`config.mk`:
```
export PLATFORM = sky130hd
export DESIGN_NAME = iqgsd_index
export DESIGN_NICKNAME = d
export VERILOG_FILES = /design/src/rtl/core/iqgsd_pkg.sv /design/src/rtl/core/iqgsd_index.sv
export SDC_FILE = /design/constraint.sdc
export NUM_CORES = 2
export LEC_CHECK = 0
export BUFFER_PORTS_ARGS = -buffer_cell sky130_fd_sc_hd__buf_2
export CAP_MARGIN = 20
export CELL_PAD_IN_SITES_DETAIL_PLACEMENT = 1
export CELL_PAD_IN_SITES_GLOBAL_PLACEMENT = 1
export CORE_UTILIZATION = 30
export DETAILED_ROUTE_END_ITERATION = 7
export MAX_ROUTING_LAYER = met4
export PLACE_DENSITY_LB_ADDON = 0.1
export SYNTH_ARGS = -nofsm -noshare
export SYNTH_HDL_FRONTEND = slang
export SYNTH_SLANG_ARGS = --single-unit
export TNS_END_PERCENT = 100
```
`constraint.sdc`:
```
create_clock -name clk -period 18.72 [get_ports clk]
set_input_delay 0 -clock clk [delete_from_list [all_inputs] [get_ports clk]]
set_output_delay 0 -clock clk [all_outputs]
set_load 0.1 [all_outputs]
```
`src/rtl/core/iqgsd_pkg.sv`:
```
// Shared constants, codes and types of the IQ grid state discriminator.
package iqgsd_pkg;

	localparam int NUM_QUBITS = 8;
	localparam int GRID_COLS  = 32;
	localparam int GRID_ROWS  = 32;
	localparam int CELLS      = NUM_QUBITS * GRID_ROWS * GRID_COLS;

	localparam int QB_W   = (NUM_QUBITS > 1) ? $clog2(NUM_QUBITS) : 1;
	localparam int COL_W  = $clog2(GRID_COLS);
	localparam int ROW_W  = $clog2(GRID_ROWS);
	localparam int ADDR_W = $clog2(CELLS);

	// fixed field widths of the word formats
	localparam int OP_FW   = 2;
	localparam int QB_FW   = 3;
	localparam int CELL_FW = 5;
	localparam int DATA_W  = 16;

	localparam logic [OP_FW-1:0] OP_CLASSIFY = 2'd0;
	localparam logic [OP_FW-1:0] OP_SCALER   = 2'd1;
	localparam logic [OP_FW-1:0] OP_CELL     = 2'd2;

	typedef struct packed {
		logic [OP_FW-1:0]          operation;
		logic [QB_FW-1:0]          qubit;
		logic signed [DATA_W-1:0]  i_value;
		logic signed [DATA_W-1:0]  q_value;
		logic [CELL_FW-1:0]        cell_column;
		logic [CELL_FW-1:0]        cell_row;
		logic signed [DATA_W-1:0]  density_zero;
		logic signed [DATA_W-1:0]  density_one;
		logic signed [DATA_W-1:0]  offset_i;
		logic signed [DATA_W-1:0]  offset_q;
		logic [DATA_W-1:0]         scale_i;
		logic [DATA_W-1:0]         scale_q;
	} in_word_t;

	// stage advance strobes
	typedef struct packed {
		logic s1;
		logic s2;
		logic s3;
		logic s4;
		logic so;
	} stage_en_t;

	// request from the index path to the density tables
	typedef struct packed {
		logic                      rd;
		logic                      wr;
		logic [ADDR_W-1:0]         addr;
		logic [COL_W-1:0]          x;
		logic [ROW_W-1:0]          y;
		logic                      clip;
		logic signed [DATA_W-1:0]  d0;
		logic signed [DATA_W-1:0]  d1;
	} lk_req_t;

	typedef struct packed {
		logic                outcome;
		logic [DATA_W-1:0]   weight;
		logic [CELL_FW-1:0]  column_used;
		logic [CELL_FW-1:0]  row_used;
		logic                clipped;
	} res_t;

endpackage

```
`src/rtl/core/iqgsd_index.sv`:
```
// Scaler store, offset subtract, scale multiply, round/clamp and table address.
module iqgsd_index (
	input  logic                  clk,
	input  iqgsd_pkg::stage_en_t  en,
	input  logic                  acc,
	input  iqgsd_pkg::in_word_t   word,
	output iqgsd_pkg::lk_req_t    lk
);

	typedef struct packed {
		logic        clip;
		logic [24:0] idx;
	} axis_t;

	function automatic axis_t axis_index(input logic signed [32:0] p,
			input logic [24:0] top_idx);
		logic [32:0] r;
		axis_t       a;
		r = p + 33'sd128;
		a.clip = 1'b0;
		a.idx  = r[32:8];
		if (p < -33'sd127) begin
			a.clip = 1'b1;
			a.idx  = '0;
		end else if (p[32]) begin
			// small negative rounds to cell zero without clamping
			a.idx = '0;
		end else if (r[32:8] > top_idx) begin
			a.clip = 1'b1;
			a.idx  = top_idx;
		end
		return a;
	endfunction

	logic signed [iqgsd_pkg::DATA_W-1:0] offset_i_mem [iqgsd_pkg::NUM_QUBITS];
	logic signed [iqgsd_pkg::DATA_W-1:0] offset_q_mem [iqgsd_pkg::NUM_QUBITS];
	logic [iqgsd_pkg::DATA_W-1:0]        scale_i_mem  [iqgsd_pkg::NUM_QUBITS];
	logic [iqgsd_pkg::DATA_W-1:0]        scale_q_mem  [iqgsd_pkg::NUM_QUBITS];

	logic [iqgsd_pkg::QB_W-1:0] qb_idx;
	logic                       act_in;

	// stage 1
	logic [iqgsd_pkg::OP_FW-1:0]         op_s1;
	logic                                act_s1;
	logic [iqgsd_pkg::QB_FW-1:0]         qb_s1;
	logic [iqgsd_pkg::CELL_FW-1:0]       col_s1, row_s1;
	logic signed [iqgsd_pkg::DATA_W-1:0] d0_s1, d1_s1;
	logic signed [iqgsd_pkg::DATA_W:0]   dfi_s1, dfq_s1;
	logic [iqgsd_pkg::DATA_W-1:0]        sci_s1, scq_s1;

	// stage 2
	logic [iqgsd_pkg::OP_FW-1:0]         op_s2;
	logic                                act_s2;
	logic [iqgsd_pkg::QB_FW-1:0]         qb_s2;
	logic [iqgsd_pkg::CELL_FW-1:0]       col_s2, row_s2;
	logic signed [iqgsd_pkg::DATA_W-1:0] d0_s2, d1_s2;
	logic signed [32:0]                  pi_s2, pq_s2;
	logic signed [33:0]                  mul_i, mul_q;

	axis_t                               ax_i, ax_q;
	logic                                cell_ok;
	logic [iqgsd_pkg::ADDR_W-1:0]        cls_addr, cell_addr;
	iqgsd_pkg::lk_req_t                  lk_next;
	iqgsd_pkg::lk_req_t                  lk_s3;

	assign qb_idx = iqgsd_pkg::QB_W'(word.qubit);
	assign act_in = int'(word.qubit) < iqgsd_pkg::NUM_QUBITS;

	always_ff @(posedge clk) begin
		if (acc && act_in && word.operation == iqgsd_pkg::OP_SCALER) begin
			offset_i_mem[qb_idx] <= word.offset_i;
			offset_q_mem[qb_idx] <= word.offset_q;
			scale_i_mem[qb_idx]  <= word.scale_i;
			scale_q_mem[qb_idx]  <= word.scale_q;
		end
	end

	always_ff @(posedge clk) begin
		if (en.s1) begin
			op_s1  <= word.operation;
			act_s1 <= act_in;
			qb_s1  <= word.qubit;
			col_s1 <= word.cell_column;
			row_s1 <= word.cell_row;
			d0_s1  <= word.density_zero;
			d1_s1  <= word.density_one;
			dfi_s1 <= {word.i_value[iqgsd_pkg::DATA_W-1], word.i_value}
				- {offset_i_mem[qb_idx][iqgsd_pkg::DATA_W-1], offset_i_mem[qb_idx]};
			dfq_s1 <= {word.q_value[iqgsd_pkg::DATA_W-1], word.q_value}
				- {offset_q_mem[qb_idx][iqgsd_pkg::DATA_W-1], offset_q_mem[qb_idx]};
			sci_s1 <= scale_i_mem[qb_idx];
			scq_s1 <= scale_q_mem[qb_idx];
		end
	end

	assign mul_i = 34'(dfi_s1) * 34'($signed({1'b0, sci_s1}));
	assign mul_q = 34'(dfq_s1) * 34'($signed({1'b0, scq_s1}));

	always_ff @(posedge clk) begin
		if (en.s2) begin
			op_s2  <= op_s1;
			act_s2 <= act_s1;
			qb_s2  <= qb_s1;
			col_s2 <= col_s1;
			row_s2 <= row_s1;
			d0_s2  <= d0_s1;
			d1_s2  <= d1_s1;
			pi_s2  <= mul_i[32:0];
			pq_s2  <= mul_q[32:0];
		end
	end

	always_comb begin
		ax_i = axis_index(pi_s2, 25'(iqgsd_pkg::GRID_COLS - 1));
		ax_q = axis_index(pq_s2, 25'(iqgsd_pkg::GRID_ROWS - 1));
		cell_ok = (int'(col_s2) < iqgsd_pkg::GRID_COLS)
			&& (int'(row_s2) < iqgsd_pkg::GRID_ROWS);
		cls_addr = iqgsd_pkg::ADDR_W'((int'(qb_s2) * iqgsd_pkg::GRID_ROWS
			+ int'(ax_q.idx[iqgsd_pkg::ROW_W-1:0])) * iqgsd_pkg::GRID_COLS
			+ int'(ax_i.idx[iqgsd_pkg::COL_W-1:0]));
		cell_addr = iqgsd_pkg::ADDR_W'((int'(qb_s2) * iqgsd_pkg::GRID_ROWS
			+ int'(row_s2)) * iqgsd_pkg::GRID_COLS + int'(col_s2));
		lk_next.rd   = act_s2 && op_s2 == iqgsd_pkg::OP_CLASSIFY;
		lk_next.wr   = act_s2 && op_s2 == iqgsd_pkg::OP_CELL && cell_ok;
		lk_next.addr = (op_s2 == iqgsd_pkg::OP_CELL) ? cell_addr : cls_addr;
		lk_next.x    = ax_i.idx[iqgsd_pkg::COL_W-1:0];
		lk_next.y    = ax_q.idx[iqgsd_pkg::ROW_W-1:0];
		lk_next.clip = ax_i.clip || ax_q.clip;
		lk_next.d0   = d0_s2;
		lk_next.d1   = d1_s2;
	end

	always_ff @(posedge clk) begin
		if (en.s3) begin
			lk_s3 <= lk_next;
		end
	end

	assign lk = lk_s3;

endmodule

```
==> summary.txt <==
Routing
  – DR vias: 30799
  – Pre-antenna DRT Iters: 5
  – Antenna-violating nets left: 0
  – Final WL: 140 mm
  – DRC viols: 0
  – Post-DR wirelength/cell: 21.0 um
  – Initial DRC count: 1367
  – Post-DR vias/cell: 4.64

Setup path
  – R2R depth: 19
  – Critical path class: flip-flop to flip-flop
  – Critical path fanouts, max: 16
  – CP max stage cell: edfxtp_1
  – Cell breakdown of the critical path: nand2_1 > inv_1 > fa_1 > inv_1 > fa_1 > inv_1 > fa_1 > fa_1 > fa_1 > inv_1 > fa_1 > inv_1 > ha_1 > a211oi_1 > nand2_1 > nor4_1 > a211oi_2 > o2111ai_1 > or3b_1
  – WP data arrival: 7520 ps
  – Required time of the worst setup path: 19170 ps
  – Critical Path Max Stage Delay: 650 ps
  – R2r endpoint: pq_s2[32]$_DFFE_PP_
  – FF-to-FF setup slack: 11650 ps
  – RR Startpoint: dfq_s1[16]$_DFFE_PP_
  – Crit. End Element: flip-flop
  – Worst Setup Start Kind: flip-flop
  – Most used cell, CP: fa_1

Clock network
  – Post-CTS Repair Setup Buffers: 0
  – Clock transition at path regs: 60 ps
  – CTS tree: done
  – Inserted Clock Buffers: 92
  – CTS Buffer Depth: 3
  – Clock root buffer master: clkbuf_16
  – Skew-Pair Late Insertion Delay: 740 ps
  – CTS H-tree depth: 3
  – CTS Sinks: 796

Timing
  – # setup viols final: 0
  – Slew Limit Fails: 0
  – Setup Skew: 46.8 ps
  – Endpoints failing hold: 0
  – Post-route minimum period: 7070 ps
  – Period utilization: 37.8%
  – Slew margin rel.: 31.4%
  – Measured slew at the worst slew-check pin: 1030 ps
  – F_max: 141 MHz
  – Unrepaired setup endpoints after global routing: false
  – Setup TNS: 0 ps

Die
  – Starting Density: 30.3%
  – Placement row count: 149
  – Die area: 169000 um^2
  – Die Width: 411 um
  – Ports: 208
  – Core ar.: 166000 um^2
  – Die H: 411 um

Yosys
  – Post-synth EDFFs: 796
  – Top FF cell, synth: edfxtp_1
  – Register area share after synthesis: 47.6%
  – Post-Syn Area: 50200 um^2
  – Distinct cells, synth: 86
  – Seq cells post-synth: 796
  – Ranking of synthesized cells by area: edfxtp_1, fa_1, inv_1
  – Synthesized net count: 4860
  – Synth top area share: 47.6%
  – Synth Area per Inst: 12.7 um^2
  – Yosys top cell by area: edfxtp_1
  – Syn Inst Count: 3958
  – Synth warn: 0
  – Async S/R FF share, synth: 0%

Worst hold path
  – Hold Path Sink: dfq_s1[5]$_DFFE_PP_
  – HP Class: input pin to flip-flop
  – Hold-critical path depth: 4
  – Hold path startpoint: word[111]

Layout
  – FF+latch area: 23900 um^2
  – Commonest non-fill, non-tap cell in the layout: edfxtp_1
  – Layout cells sized above 1: 9.82%
  – Nets: 5267
  – Area growth syn-to-layout: 17.4%
  – Commonest non-fill, non-tap cells in the layout: edfxtp_1, inv_1, fa_1
  – Area taken by multi-input logic gates: 23100 um^2
  – Fill cells: 17678

Place
  – Placer Congestion: 0.754
  – HPWL after DPL: 95.3 mm
  – # port buffers: 205

GRT
  – First-pass GRT wire length: 215 mm
  – Largest net degree at the start of global routing: 72
  – Total GRT Usage: 17.3%
  – Congestion Overflow GR: 0
  – Initial antenna violation count: 18
  – Vias in the first global route: 34329

Run
  – Maxcap violations: 0

Outcome
  – Status: complete, no violations
timing repair:
action | CTS | global route
setup endpoints to repair | 0 | 0
hold buffers | 200 | 0
resized for setup | 0 | 0
hold endpoints to repair | 716 | 0
logic make-up after synthesis:
kind of cell             synth area share (%)
AO/OA/AOI/OAI                            7.72
XOR/XNOR                                 1.59
adder cells (fa/ha/maj)                  27.0
buffers and inverters                    6.50
flip-flops                               47.6
multiplexers                            0.127
AND/OR/NAND/NOR                          9.46
per-layer routing:
metal	vias up	GRT usage, %	part of all wire [%]
met5	-	-	0
met1	16018	23.8	50
met4	0	2.78	1.3
li1	14221	-	-
met3	132	2.82	3.4
met2	428	27.3	46
synthesized netlist by cell type, types with 67 or more instances:
cell,number
a21oi_1,67
nor2_1,83
and2_1,259
inv_1,727
xnor2_1,70
ha_1,202
nand2_1,351
fa_1,550
a22oi_1,200
edfxtp_1,796
clkbuf_1,129
worst max-delay path by stage:
stage	from	to	slack (ps)
2_1_floorplan	word[142]	offset_i_mem[0][0]$_DFFE_PP_	11700
3_3_place_gp	dfq_s1[16]$_DFFE_PP_	pq_s2[32]$_DFFE_PP_	11560
3_5_place_dp	dfq_s1[16]$_DFFE_PP_	pq_s2[32]$_DFFE_PP_	11550
4_1_cts	dfq_s1[16]$_DFFE_PP_	pq_s2[32]$_DFFE_PP_	11530
5_1_grt	dfq_s1[16]$_DFFE_PP_	pq_s2[32]$_DFFE_PP_	11050
6_report	dfq_s1[16]$_DFFE_PP_	pq_s2[32]$_DFFE_PP_	11650
metrics by stage:
stage	instance area, um^2	hold WS (ps)	util, %	setup slack [ps]	instances
floorplan	50200	98.9	-	11700	3958
global placement	53900	178	32.6	11560	6259
detailed placement	53900	179	32.6	11550	6260
CTS	58900	0.714	35.6	11530	6628
global route	58900	39.3	35.6	11050	6644
finish	58900	73.8	35.6	11650	6644
layout make-up:
cell class,instances,area share (%)
Multi-Input combinational cell,2295,39.2
Tap cell,2189,4.65
Clock inverter,55,0.989
Antenna cell,16,0.0679
Sequential cell,796,40.6
Timing Repair Buffer,453,5.80
Clock buffer,113,4.08
Inverter,727,4.63
flip-flops by register name (all words and copies together) (netlist names), 16 cells and up:
signal,cells
offset_i_mem,128
dfq_s1,17
pq_s2,33
pi_s2,33
scale_q_mem,128
sci_s1,16
d0_s2,16
scale_i_mem,128
d1_s2,16
scq_s1,16
offset_q_mem,128
d0_s1,16
lk,58
dfi_s1,17
d1_s1,16
worst max-delay path: cells and delay by family, from the launching register on:
family | cells | cell delay, ps
simple gates | 4 | 1260
buf+inv | 5 | 770
flops | 1 | 650
fa+ha+maj | 7 | 3400
compound gates | 3 | 730
Power is left out: the tool's default activity adds up to more than one toggle a clock period on the data nets, which glitch-free logic cannot reach.
